--- src/design/smbg_pkg.sv ---
// ----------------------------------------------------------------------------
// smbg_pkg
// Shared widths, register indexes and reset values of the box generator.
// ----------------------------------------------------------------------------
package smbg_pkg;

    localparam int SCORE_W    = 16;
    localparam int OFF_W      = 16;
    localparam int COORD_W    = 16;
    localparam int GRID_CFG_W = 10;
    localparam int INV_W      = 24;
    localparam int FRAC_W     = 16;
    localparam int CFG_IDX_W  = 8;
    localparam int CFG_DATA_W = 24;
    localparam int EXTRA_W    = 4;

    // Register indexes of the configuration port.
    localparam logic [CFG_IDX_W-1:0] CFG_GRID_WIDTH      = 8'd0;
    localparam logic [CFG_IDX_W-1:0] CFG_GRID_HEIGHT     = 8'd1;
    localparam logic [CFG_IDX_W-1:0] CFG_SCORE_THRESHOLD = 8'd2;
    localparam logic [CFG_IDX_W-1:0] CFG_INV_SCALE       = 8'd3;

    localparam logic [GRID_CFG_W-1:0] RST_GRID_WIDTH  = 10'd512;
    localparam logic [GRID_CFG_W-1:0] RST_GRID_HEIGHT = 10'd512;
    localparam logic [SCORE_W-1:0]    RST_THRESHOLD   = 16'd39322;
    localparam logic [INV_W-1:0]      RST_INV_SCALE   = 24'd109227;

    // Corner offsets added to twice the cell position.
    localparam logic [EXTRA_W-1:0] NEAR_EDGE   = 4'd1;
    localparam logic [EXTRA_W-1:0] CELL_EXTENT = 4'd12;

    typedef struct packed {
        logic [SCORE_W-1:0]      face_score;
        logic signed [OFF_W-1:0] offset_left;
        logic signed [OFF_W-1:0] offset_top;
        logic signed [OFF_W-1:0] offset_right;
        logic signed [OFF_W-1:0] offset_bottom;
    } t_cell;

endpackage

--- src/design/smbg_ifs.sv ---
// ----------------------------------------------------------------------------
// smbg_ifs
// Valid/ready channels of the box generator: cells in, boxes out, config.
// ----------------------------------------------------------------------------
interface smbg_cell_if;
    logic                              valid;
    logic                              ready;
    logic [smbg_pkg::SCORE_W-1:0]      face_score;
    logic signed [smbg_pkg::OFF_W-1:0] offset_left;
    logic signed [smbg_pkg::OFF_W-1:0] offset_top;
    logic signed [smbg_pkg::OFF_W-1:0] offset_right;
    logic signed [smbg_pkg::OFF_W-1:0] offset_bottom;

    modport source (output valid, face_score, offset_left, offset_top,
                    offset_right, offset_bottom, input ready);
    modport sink   (input valid, face_score, offset_left, offset_top,
                    offset_right, offset_bottom, output ready);
endinterface

interface smbg_box_if;
    logic                              valid;
    logic                              ready;
    logic [smbg_pkg::COORD_W-1:0]      box_left;
    logic [smbg_pkg::COORD_W-1:0]      box_top;
    logic [smbg_pkg::COORD_W-1:0]      box_right;
    logic [smbg_pkg::COORD_W-1:0]      box_bottom;
    logic [smbg_pkg::SCORE_W-1:0]      box_score;
    logic signed [smbg_pkg::OFF_W-1:0] box_off_left;
    logic signed [smbg_pkg::OFF_W-1:0] box_off_top;
    logic signed [smbg_pkg::OFF_W-1:0] box_off_right;
    logic signed [smbg_pkg::OFF_W-1:0] box_off_bottom;

    modport source (output valid, box_left, box_top, box_right, box_bottom,
                    box_score, box_off_left, box_off_top, box_off_right,
                    box_off_bottom, input ready);
    modport sink   (input valid, box_left, box_top, box_right, box_bottom,
                    box_score, box_off_left, box_off_top, box_off_right,
                    box_off_bottom, output ready);
endinterface

interface smbg_cfg_if;
    logic                            valid;
    logic                            ready;
    logic [smbg_pkg::CFG_IDX_W-1:0]  index;
    logic [smbg_pkg::CFG_DATA_W-1:0] data;

    modport source (output valid, index, data, input ready);
    modport sink   (input valid, index, data, output ready);
endinterface

--- src/design/smbg_corner.sv ---
// ----------------------------------------------------------------------------
// smbg_corner
// One box corner: floor((2*pos + extra) * inv_scale / 2^16), saturated.
// ----------------------------------------------------------------------------
module smbg_corner #(
    parameter int POS_W = 9
) (
    input  logic [POS_W-1:0]              i_pos,
    input  logic [smbg_pkg::EXTRA_W-1:0]  i_extra,
    input  logic [smbg_pkg::INV_W-1:0]    i_inv_scale,
    output logic [smbg_pkg::COORD_W-1:0]  o_coord
);

    localparam int NUM_W = POS_W + 4;
    localparam int TOP_W = smbg_pkg::FRAC_W + smbg_pkg::COORD_W;
    // Product is kept at least one bit wider than the unsaturated range.
    localparam int PW = (NUM_W + smbg_pkg::INV_W > TOP_W) ?
                        NUM_W + smbg_pkg::INV_W : TOP_W + 1;

    logic [NUM_W-1:0] num;
    logic [PW-1:0]    prod;

    assign num  = NUM_W'({i_pos, 1'b0}) + NUM_W'(i_extra);
    assign prod = PW'(num) * PW'(i_inv_scale);

    always_comb begin
        if (|prod[PW-1:TOP_W]) begin
            o_coord = '1;
        end else begin
            o_coord = prod[TOP_W-1:smbg_pkg::FRAC_W];
        end
    end

endmodule

--- src/design/score_map_box_generator.sv ---
// ----------------------------------------------------------------------------
// score_map_box_generator
// Raster-order score map cells in, candidate face boxes out.
// ----------------------------------------------------------------------------
//  Channel   Dir  Handshake          Carries
//  i_cell    in   valid/ready        face score and four box offsets
//  o_box     out  valid/ready        four corners, score, offsets
//  i_cfg     in   valid/ready (rdy=1) register index and write data
//
//  One cell per cycle sustained while the output is not stalled. A cell is
//  held in the input stage, then the four corner multipliers feed the
//  result register; a request whose score does not exceed the threshold
//  leaves no result. A stalled output holds the result; the input stage
//  takes one more cell only if it is empty. Reset is synchronous, active
//  low, and clears counters and valid flags.
// ----------------------------------------------------------------------------
module score_map_box_generator #(
    parameter int MAX_GRID_DIM = 512
) (
    input  logic        i_clk,
    input  logic        i_rst_n,
    smbg_cell_if.sink   i_cell,
    smbg_box_if.source  o_box,
    smbg_cfg_if.sink    i_cfg
);

    localparam int DW = $clog2(MAX_GRID_DIM);
    localparam int EW = $clog2(MAX_GRID_DIM + 1);
    localparam int CW = (EW > smbg_pkg::GRID_CFG_W) ? EW : smbg_pkg::GRID_CFG_W;

    // Configuration registers.
    logic [smbg_pkg::GRID_CFG_W-1:0] r_grid_width;
    logic [smbg_pkg::GRID_CFG_W-1:0] r_grid_height;
    logic [smbg_pkg::SCORE_W-1:0]    r_threshold;
    logic [smbg_pkg::INV_W-1:0]      r_inv_scale;

    assign i_cfg.ready = 1'b1;

    always_ff @(posedge i_clk) begin
        if (!i_rst_n) begin
            r_grid_width  <= smbg_pkg::RST_GRID_WIDTH;
            r_grid_height <= smbg_pkg::RST_GRID_HEIGHT;
            r_threshold   <= smbg_pkg::RST_THRESHOLD;
            r_inv_scale   <= smbg_pkg::RST_INV_SCALE;
        end else if (i_cfg.valid) begin
            unique case (i_cfg.index)
                smbg_pkg::CFG_GRID_WIDTH: begin
                    r_grid_width <= i_cfg.data[smbg_pkg::GRID_CFG_W-1:0];
                end
                smbg_pkg::CFG_GRID_HEIGHT: begin
                    r_grid_height <= i_cfg.data[smbg_pkg::GRID_CFG_W-1:0];
                end
                smbg_pkg::CFG_SCORE_THRESHOLD: begin
                    r_threshold <= i_cfg.data[smbg_pkg::SCORE_W-1:0];
                end
                smbg_pkg::CFG_INV_SCALE: begin
                    r_inv_scale <= i_cfg.data[smbg_pkg::INV_W-1:0];
                end
                default: begin
                end
            endcase
        end
    end

    // Effective grid size: zero acts as one, oversize clamps to the maximum.
    function automatic logic [CW-1:0] eff_dim(input logic [smbg_pkg::GRID_CFG_W-1:0] v);
        logic [CW-1:0] ext;
        ext = CW'(v);
        if (ext == '0) begin
            eff_dim = CW'(1);
        end else if (ext > CW'(MAX_GRID_DIM)) begin
            eff_dim = CW'(MAX_GRID_DIM);
        end else begin
            eff_dim = ext;
        end
    endfunction

    logic [CW-1:0] eff_w;
    logic [CW-1:0] eff_h;
    assign eff_w = eff_dim(r_grid_width);
    assign eff_h = eff_dim(r_grid_height);

    // Raster counters and input stage.
    logic [DW-1:0]       r_col, n_col;
    logic [DW-1:0]       r_row, n_row;
    logic                r_s1_valid;
    smbg_pkg::t_cell     r_s1_cell;
    logic [DW-1:0]       r_s1_col;
    logic [DW-1:0]       r_s1_row;
    logic                r_out_valid;
    logic                s2_free;
    logic                in_take;
    logic                s1_hit;

    assign s2_free    = !r_out_valid || o_box.ready;
    assign i_cell.ready = !r_s1_valid || s2_free;
    assign in_take    = i_cell.valid && i_cell.ready;
    assign s1_hit     = r_s1_cell.face_score > r_threshold;

    always_comb begin
        n_col = r_col;
        n_row = r_row;
        if (CW'(r_col) + CW'(1) >= eff_w) begin
            n_col = '0;
            if (CW'(r_row) + CW'(1) >= eff_h) begin
                n_row = '0;
            end else begin
                n_row = r_row + DW'(1);
            end
        end else begin
            n_col = r_col + DW'(1);
        end
    end

    always_ff @(posedge i_clk) begin
        if (!i_rst_n) begin
            r_col      <= '0;
            r_row      <= '0;
            r_s1_valid <= 1'b0;
        end else begin
            if (in_take) begin
                r_col <= n_col;
                r_row <= n_row;
            end
            if (i_cell.ready) begin
                r_s1_valid <= i_cell.valid;
            end
        end
    end

    always_ff @(posedge i_clk) begin
        if (in_take) begin
            r_s1_cell.face_score    <= i_cell.face_score;
            r_s1_cell.offset_left   <= i_cell.offset_left;
            r_s1_cell.offset_top    <= i_cell.offset_top;
            r_s1_cell.offset_right  <= i_cell.offset_right;
            r_s1_cell.offset_bottom <= i_cell.offset_bottom;
            r_s1_col                <= r_col;
            r_s1_row                <= r_row;
        end
    end

    // Corner arithmetic.
    logic [smbg_pkg::COORD_W-1:0] left_c, top_c, right_c, bottom_c;

    smbg_corner #(.POS_W(DW)) u_left (
        .i_pos(r_s1_col), .i_extra(smbg_pkg::NEAR_EDGE),
        .i_inv_scale(r_inv_scale), .o_coord(left_c)
    );
    smbg_corner #(.POS_W(DW)) u_top (
        .i_pos(r_s1_row), .i_extra(smbg_pkg::NEAR_EDGE),
        .i_inv_scale(r_inv_scale), .o_coord(top_c)
    );
    smbg_corner #(.POS_W(DW)) u_right (
        .i_pos(r_s1_col), .i_extra(smbg_pkg::CELL_EXTENT),
        .i_inv_scale(r_inv_scale), .o_coord(right_c)
    );
    smbg_corner #(.POS_W(DW)) u_bottom (
        .i_pos(r_s1_row), .i_extra(smbg_pkg::CELL_EXTENT),
        .i_inv_scale(r_inv_scale), .o_coord(bottom_c)
    );

    // Result register.
    logic [smbg_pkg::COORD_W-1:0]      r_box_left, r_box_top, r_box_right, r_box_bottom;
    logic [smbg_pkg::SCORE_W-1:0]      r_box_score;
    logic signed [smbg_pkg::OFF_W-1:0] r_off_left, r_off_top, r_off_right, r_off_bottom;
    logic                              out_load;

    assign out_load = r_s1_valid && s2_free;

    always_ff @(posedge i_clk) begin
        if (!i_rst_n) begin
            r_out_valid <= 1'b0;
        end else if (s2_free) begin
            r_out_valid <= r_s1_valid && s1_hit;
        end
    end

    always_ff @(posedge i_clk) begin
        if (out_load) begin
            r_box_left   <= left_c;
            r_box_top    <= top_c;
            r_box_right  <= right_c;
            r_box_bottom <= bottom_c;
            r_box_score  <= r_s1_cell.face_score;
            r_off_left   <= r_s1_cell.offset_left;
            r_off_top    <= r_s1_cell.offset_top;
            r_off_right  <= r_s1_cell.offset_right;
            r_off_bottom <= r_s1_cell.offset_bottom;
        end
    end

    assign o_box.valid          = r_out_valid;
    assign o_box.box_left       = r_box_left;
    assign o_box.box_top        = r_box_top;
    assign o_box.box_right      = r_box_right;
    assign o_box.box_bottom     = r_box_bottom;
    assign o_box.box_score      = r_box_score;
    assign o_box.box_off_left   = r_off_left;
    assign o_box.box_off_top    = r_off_top;
    assign o_box.box_off_right  = r_off_right;
    assign o_box.box_off_bottom = r_off_bottom;

endmodule
--- src/flat_wrapper.sv ---
// flat-port wrapper written by rule: the top's interface ports become plain ports
module score_map_box_generator_flat 
#(
    parameter int MAX_GRID_DIM = 512
)
  (i_clk, i_rst_n, i_cell_valid, i_cell_face_score, i_cell_offset_left, i_cell_offset_top, i_cell_offset_right, i_cell_offset_bottom, i_cell_ready, o_box_valid, o_box_box_left, o_box_box_top, o_box_box_right, o_box_box_bottom, o_box_box_score, o_box_box_off_left, o_box_box_off_top, o_box_box_off_right, o_box_box_off_bottom, o_box_ready, i_cfg_valid, i_cfg_index, i_cfg_data, i_cfg_ready);
  smbg_cell_if i_cell_i ();
  smbg_box_if o_box_i ();
  smbg_cfg_if i_cfg_i ();
  input  logic i_clk;
  input  logic i_rst_n;
  input wire logic [$bits(i_cell_i.valid)-1:0] i_cell_valid;
  input wire logic [$bits(i_cell_i.face_score)-1:0] i_cell_face_score;
  input wire logic [$bits(i_cell_i.offset_left)-1:0] i_cell_offset_left;
  input wire logic [$bits(i_cell_i.offset_top)-1:0] i_cell_offset_top;
  input wire logic [$bits(i_cell_i.offset_right)-1:0] i_cell_offset_right;
  input wire logic [$bits(i_cell_i.offset_bottom)-1:0] i_cell_offset_bottom;
  output wire logic [$bits(i_cell_i.ready)-1:0] i_cell_ready;
  output wire logic [$bits(o_box_i.valid)-1:0] o_box_valid;
  output wire logic [$bits(o_box_i.box_left)-1:0] o_box_box_left;
  output wire logic [$bits(o_box_i.box_top)-1:0] o_box_box_top;
  output wire logic [$bits(o_box_i.box_right)-1:0] o_box_box_right;
  output wire logic [$bits(o_box_i.box_bottom)-1:0] o_box_box_bottom;
  output wire logic [$bits(o_box_i.box_score)-1:0] o_box_box_score;
  output wire logic [$bits(o_box_i.box_off_left)-1:0] o_box_box_off_left;
  output wire logic [$bits(o_box_i.box_off_top)-1:0] o_box_box_off_top;
  output wire logic [$bits(o_box_i.box_off_right)-1:0] o_box_box_off_right;
  output wire logic [$bits(o_box_i.box_off_bottom)-1:0] o_box_box_off_bottom;
  input wire logic [$bits(o_box_i.ready)-1:0] o_box_ready;
  input wire logic [$bits(i_cfg_i.valid)-1:0] i_cfg_valid;
  input wire logic [$bits(i_cfg_i.index)-1:0] i_cfg_index;
  input wire logic [$bits(i_cfg_i.data)-1:0] i_cfg_data;
  output wire logic [$bits(i_cfg_i.ready)-1:0] i_cfg_ready;
  assign i_cell_i.valid = i_cell_valid;
  assign i_cell_i.face_score = i_cell_face_score;
  assign i_cell_i.offset_left = i_cell_offset_left;
  assign i_cell_i.offset_top = i_cell_offset_top;
  assign i_cell_i.offset_right = i_cell_offset_right;
  assign i_cell_i.offset_bottom = i_cell_offset_bottom;
  assign i_cell_ready = i_cell_i.ready;
  assign o_box_valid = o_box_i.valid;
  assign o_box_box_left = o_box_i.box_left;
  assign o_box_box_top = o_box_i.box_top;
  assign o_box_box_right = o_box_i.box_right;
  assign o_box_box_bottom = o_box_i.box_bottom;
  assign o_box_box_score = o_box_i.box_score;
  assign o_box_box_off_left = o_box_i.box_off_left;
  assign o_box_box_off_top = o_box_i.box_off_top;
  assign o_box_box_off_right = o_box_i.box_off_right;
  assign o_box_box_off_bottom = o_box_i.box_off_bottom;
  assign o_box_i.ready = o_box_ready;
  assign i_cfg_i.valid = i_cfg_valid;
  assign i_cfg_i.index = i_cfg_index;
  assign i_cfg_i.data = i_cfg_data;
  assign i_cfg_ready = i_cfg_i.ready;
  score_map_box_generator #(.MAX_GRID_DIM(MAX_GRID_DIM)) u_core (.i_clk(i_clk), .i_rst_n(i_rst_n), .i_cell(i_cell_i), .o_box(o_box_i), .i_cfg(i_cfg_i));
endmodule
--- config.mk ---
export PLATFORM = sky130hd
export DESIGN_NAME = score_map_box_generator_flat
export DESIGN_NICKNAME = d
export VERILOG_FILES = /design/src/design/smbg_pkg.sv /design/src/design/smbg_ifs.sv /design/src/design/smbg_corner.sv /design/src/design/score_map_box_generator.sv /design/src/flat_wrapper.sv
export SDC_FILE = /design/constraint.sdc
export NUM_CORES = 2
export LEC_CHECK = 0
export ABC_AREA = 1
export BUFFER_PORTS_ARGS = -buffer_cell sky130_fd_sc_hd__buf_4
export CORE_UTILIZATION = 40
export CTS_CLUSTER_SIZE = 24
export DETAILED_ROUTE_END_ITERATION = 6
export SYNTH_ARGS = -nofsm -noshare
export SYNTH_HDL_FRONTEND = slang
export SYNTH_SLANG_ARGS = --single-unit
--- constraint.sdc ---
create_clock -name i_clk -period 10.4 [get_ports i_clk]
set_clock_uncertainty 0.15 [all_clocks]
set_input_delay 3.12 -clock i_clk [delete_from_list [all_inputs] [get_ports i_clk]]
set_output_delay 3.12 -clock i_clk [all_outputs]
set_load 0.02 [all_outputs]
==> metrics.log <==
[metrics] run status: completed
[metrics] number of max-cap violations: 0
[metrics] cell taking the most area after synthesis: sky130_fd_sc_hd__fa_1
[metrics] layout net count: 6774
[metrics] cells after synthesis: 5388
[metrics] async set or reset register ratio after synthesis: 0
[metrics] core footprint: 0.1107 sq mm
[metrics] count of buffers inserted at the top-level ports: roughly 260
[metrics] met1 routing resource usage after global routing: 0.3191
[metrics] combined global-route utilization of all metal layers: 0.2321
[metrics] DR WL/cell: 18.17 microns
[metrics] number of buffers created by CTS: 38
[metrics] required arrival time at the worst endpoint: 10.60 ns
[metrics] path type of the worst min-delay path: reg2reg
[metrics] final worst path period need: ~8.1 ns
[metrics] transition time at the pin with the least slew margin: ~1.1 ns
[metrics] P per Cell Area: 131.6 mW/mm^2
[metrics] maximum vdd ir drop: 0.1454 mV
[metrics] setup violators final: 0
[metrics] Detailed Route Iter0 Violations: 2741
[metrics] via/cell ratio: 4.956
[metrics] warnings from Yosys: 0
[metrics] setup_tns: 0 ns
[metrics] clock insertion delay at the later pin of the skew report: about 0.64 ns
[metrics] area fraction of the dominant cell type after synthesis: 0.3140
[metrics] worst setup path category: reg2reg
[metrics] post-route clock period utilization: 0.7752
[metrics] final count of pins violating max slew: 0
[metrics] RSZ-0062 raised after global routing: no
[metrics] sequential share of the synthesized area: 0.1987
[metrics] met3 layer usage reported by global route: 0.05381
[metrics] most common library cell in the layout ignoring fill and taps: sky130_fd_sc_hd__inv_1
[metrics] number of antenna diodes: 0
[metrics] Root Buffer: sky130_fd_sc_hd__clkbuf_16
[metrics] overall overflow remaining after global route: 0
[metrics] dpl cell area: 0.04803 sq mm
[metrics] vias in the first global route: around 36k
[metrics] crit-path max FO: 25
[metrics] worst rel slew slack: 0.2459
[metrics] Filler Cell Count: 11.00k
[metrics] area occupied by multi-input gates: approximately 0.030 sq mm
[metrics] Core Rows: 122
[metrics] die outline area: 0.1129 sq mm
[metrics] count of hold buffers inserted by post-cts repair: 0
[metrics] TritonCTS clock tree: built
[metrics] max frequency: around 0.12 GHz
[metrics] initial cell density of the core: 0.4032
[metrics] Post CTS Setup Buffer Count: 0
[metrics] CTS Buffer Depth: 3
[metrics] count of final hold-check violations: 0
[metrics] count of state elements after synthesis: around 320
[metrics] Via Count: 35.02k
[metrics] met2 Usage GRT: 0.3691
[metrics] most used cells in the layout excluding fill and tap cells: sky130_fd_sc_hd__inv_1 (1306), sky130_fd_sc_hd__nand2_1 (1196), sky130_fd_sc_hd__fa_1 (700), sky130_fd_sc_hd__nor2_1 (489), sky130_fd_sc_hd__ha_1 (408)
[metrics] Worst setup EP type: flop
[metrics] wire length of the first global-routing pass: 202500 microns
[metrics] Final Wtd Congestion: 0.9546
[metrics] die outline width: 336.0 microns
[metrics] PostCTS Resize Cnt: 0
[metrics] leakage power of the design: roughly 26 nW
[metrics] number of distinct library cell variants in the gate-level netlist after synthesis: 52
[metrics] number of flops mapped to enable cells by yosys: approximately 240
[metrics] half-perimeter wire length of the detailed placement result: between 100000 and 150000 microns
[metrics] remaining design rule violation count: 0
[metrics] H-tree depth: 2
[metrics] total length of routed wires: 128400 microns
[metrics] synthesized area: 0.04462 sq mm
[metrics] height of the die: between 300 and 400 microns
[metrics] area growth from synthesis to final layout: 10.41%
[metrics] most area-consuming cells after synthesis: sky130_fd_sc_hd__fa_1 (31%), sky130_fd_sc_hd__edfxtp_1 (16%), sky130_fd_sc_hd__ha_1 (11%)
[metrics] antenna violations before repair: 0
[metrics] count of TritonRoute iterations in the first routing pass: 6
[metrics] sequential cell area: 0.008869 sq mm
[metrics] clock transition at the register clock pins on the worst setup and hold paths after CTS: 0.06 ns
[metrics] busiest layer in global routing: met2
[metrics] layout cell share with drive strength beyond 1: 0.07565
[metrics] tightest hold margin: ~0.24 ns
[metrics] total non-filler cell area in the finished layout: between 0.04 and 0.05 sq mm
[metrics] Data arrival, critical path: 8.26 ns
[metrics] commonest register cell after synthesis: sky130_fd_sc_hd__edfxtp_1
[metrics] critical path launch point type: flop
[metrics] top-level I/O count: 264
[metrics] Antenna Nets Post-Route: 0
[metrics] Avg Cell Area, Syn: 8.282 sq um
[metrics] synthesized netlist net count: roughly 6.6k
[metrics] largest net degree at the start of global routing: a little over 70
[metrics] clk sink count: roughly 320
[metrics] Non-Filler Instances: 7066
[metrics] placed instance count: 6997
## through the flow
stage / setup WS [ns] / total power [mW] / utilization
floorplan: 0.4077 / 4.142 / -
global placement: 2.567 / 5.132 / 0.4340
detailed placement: 2.431 / 5.156 / 0.4340
CTS: 2.403 / 6.545 / 0.4452
global route: 1.822 / 7.076 / 0.4452
finish: 2.338 / 6.487 / 0.4452
## cell families after synthesis
kind of cell | after synthesis | synth area share
compound gates | 426 | 0.05437
flops | 322 | 0.1987
mux | 1 | 0.0002243
buf+inv | 1508 | 0.1285
xor+xnor | 56 | 0.01099
other cells | 1 | 0.00008404
fa+ha+maj | 1108 | 0.4284
simple gates | 1966 | 0.1786
## worst max-delay path: stages, from the launching register on
cell                       delay [ns]
sky130_fd_sc_hd__edfxtp_1        0.32
sky130_fd_sc_hd__buf_4           0.31
sky130_fd_sc_hd__inv_1           0.11
sky130_fd_sc_hd__ha_1            0.21
sky130_fd_sc_hd__inv_1           0.08
sky130_fd_sc_hd__nand4_1         0.10
sky130_fd_sc_hd__or2_2           0.34
sky130_fd_sc_hd__nor2_4          0.20
sky130_fd_sc_hd__clkinv_1        0.48
sky130_fd_sc_hd__nand2_2         0.57
sky130_fd_sc_hd__nor2_1          0.12
sky130_fd_sc_hd__fa_1            0.58
sky130_fd_sc_hd__fa_1            0.43
sky130_fd_sc_hd__fa_1            0.45
sky130_fd_sc_hd__fa_1            0.53
sky130_fd_sc_hd__inv_1           0.05
sky130_fd_sc_hd__fa_1            0.49
sky130_fd_sc_hd__inv_1           0.05
sky130_fd_sc_hd__ha_1            0.36
sky130_fd_sc_hd__a21oi_1         0.21
sky130_fd_sc_hd__a21boi_0        0.32
sky130_fd_sc_hd__o21ai_0         0.17
sky130_fd_sc_hd__a21boi_0        0.27
sky130_fd_sc_hd__nand2_1         0.09
sky130_fd_sc_hd__nand2_1         0.06
sky130_fd_sc_hd__nand2_1         0.08
sky130_fd_sc_hd__nor2_4          0.43
sky130_fd_sc_hd__nand3_1         0.19
## cell type report
type	count	area share
inverters	1322	0.1008
multi-input cells	3558	0.6094
clock buffers	50	0.02062
flip-flops and latches	322	0.1800
clock inverters	19	0.004622
repair buffers	307	0.04678
well taps	1488	0.03779
## cell usage after synthesis, types with 6 or more instances
cell,count
sky130_fd_sc_hd__inv_1,1307
sky130_fd_sc_hd__nand2_1,1196
sky130_fd_sc_hd__fa_1,700
sky130_fd_sc_hd__nor2_1,490
sky130_fd_sc_hd__ha_1,408
sky130_fd_sc_hd__edfxtp_1,242
sky130_fd_sc_hd__a21oi_1,203
sky130_fd_sc_hd__nand3_1,143
sky130_fd_sc_hd__clkbuf_1,127
sky130_fd_sc_hd__o21ai_0,105
sky130_fd_sc_hd__dfxtp_1,80
sky130_fd_sc_hd__nor3_1,58
sky130_fd_sc_hd__xor2_1,39
sky130_fd_sc_hd__buf_1,37
sky130_fd_sc_hd__o211ai_1,27
sky130_fd_sc_hd__nand3_2,22
sky130_fd_sc_hd__a21o_1,21
sky130_fd_sc_hd__o21bai_1,18
sky130_fd_sc_hd__xnor2_1,17
sky130_fd_sc_hd__o21a_1,13
sky130_fd_sc_hd__buf_2,12
sky130_fd_sc_hd__nand2_2,12
sky130_fd_sc_hd__a31oi_1,10
sky130_fd_sc_hd__clkinv_1,10
sky130_fd_sc_hd__nor4_1,10
sky130_fd_sc_hd__a21boi_0,9
sky130_fd_sc_hd__nand4_1,7
sky130_fd_sc_hd__or2_2,6
## registers in the layout, indices dropped and copies added, names as in the netlist, 16 cells and up
register	cells
u_core.r_threshold	16
u_core.o_box.box_off_left	16
u_core.r_s1_cell	80
u_core.o_box.box_off_right	16
u_core.r_inv_scale	24
u_core.o_box.box_left	16
u_core.o_box.box_top	16
u_core.o_box.box_off_top	16
u_core.o_box.box_score	16
u_core.o_box.box_right	16
u_core.o_box.box_off_bottom	16
u_core.o_box.box_bottom	16
## path summary, 6_finish.rpt
path,from,depth (start not counted),endpoint,slack [ns]
setup / recovery,u_core.r_s1_row[2],27,u_core.o_box.box_bottom[15],2.34
hold / removal,u_core.r_s1_cell[53],0,u_core.o_box.box_off_left[5],0.24
setup reg to reg,u_core.r_s1_row[2],27,u_core.o_box.box_bottom[15],2.34
hold reg to reg,u_core.r_s1_cell[53],0,u_core.o_box.box_off_left[5],0.24
## power breakdown
part           switching, mW  leakage (nW)  internal, mW
clock network          0.592         0.605         0.754
registers             0.0427          2.97          1.56
logic                   2.23          22.7          1.30
total                   2.87          26.3          3.62
## layer usage
layer,wire [microns],share of wire
met3,11370,0.089
met2,56890,0.44
met5,0,0
met4,3241,0.025
met1,56890,0.44
Power figures use the tool's default switching activity.
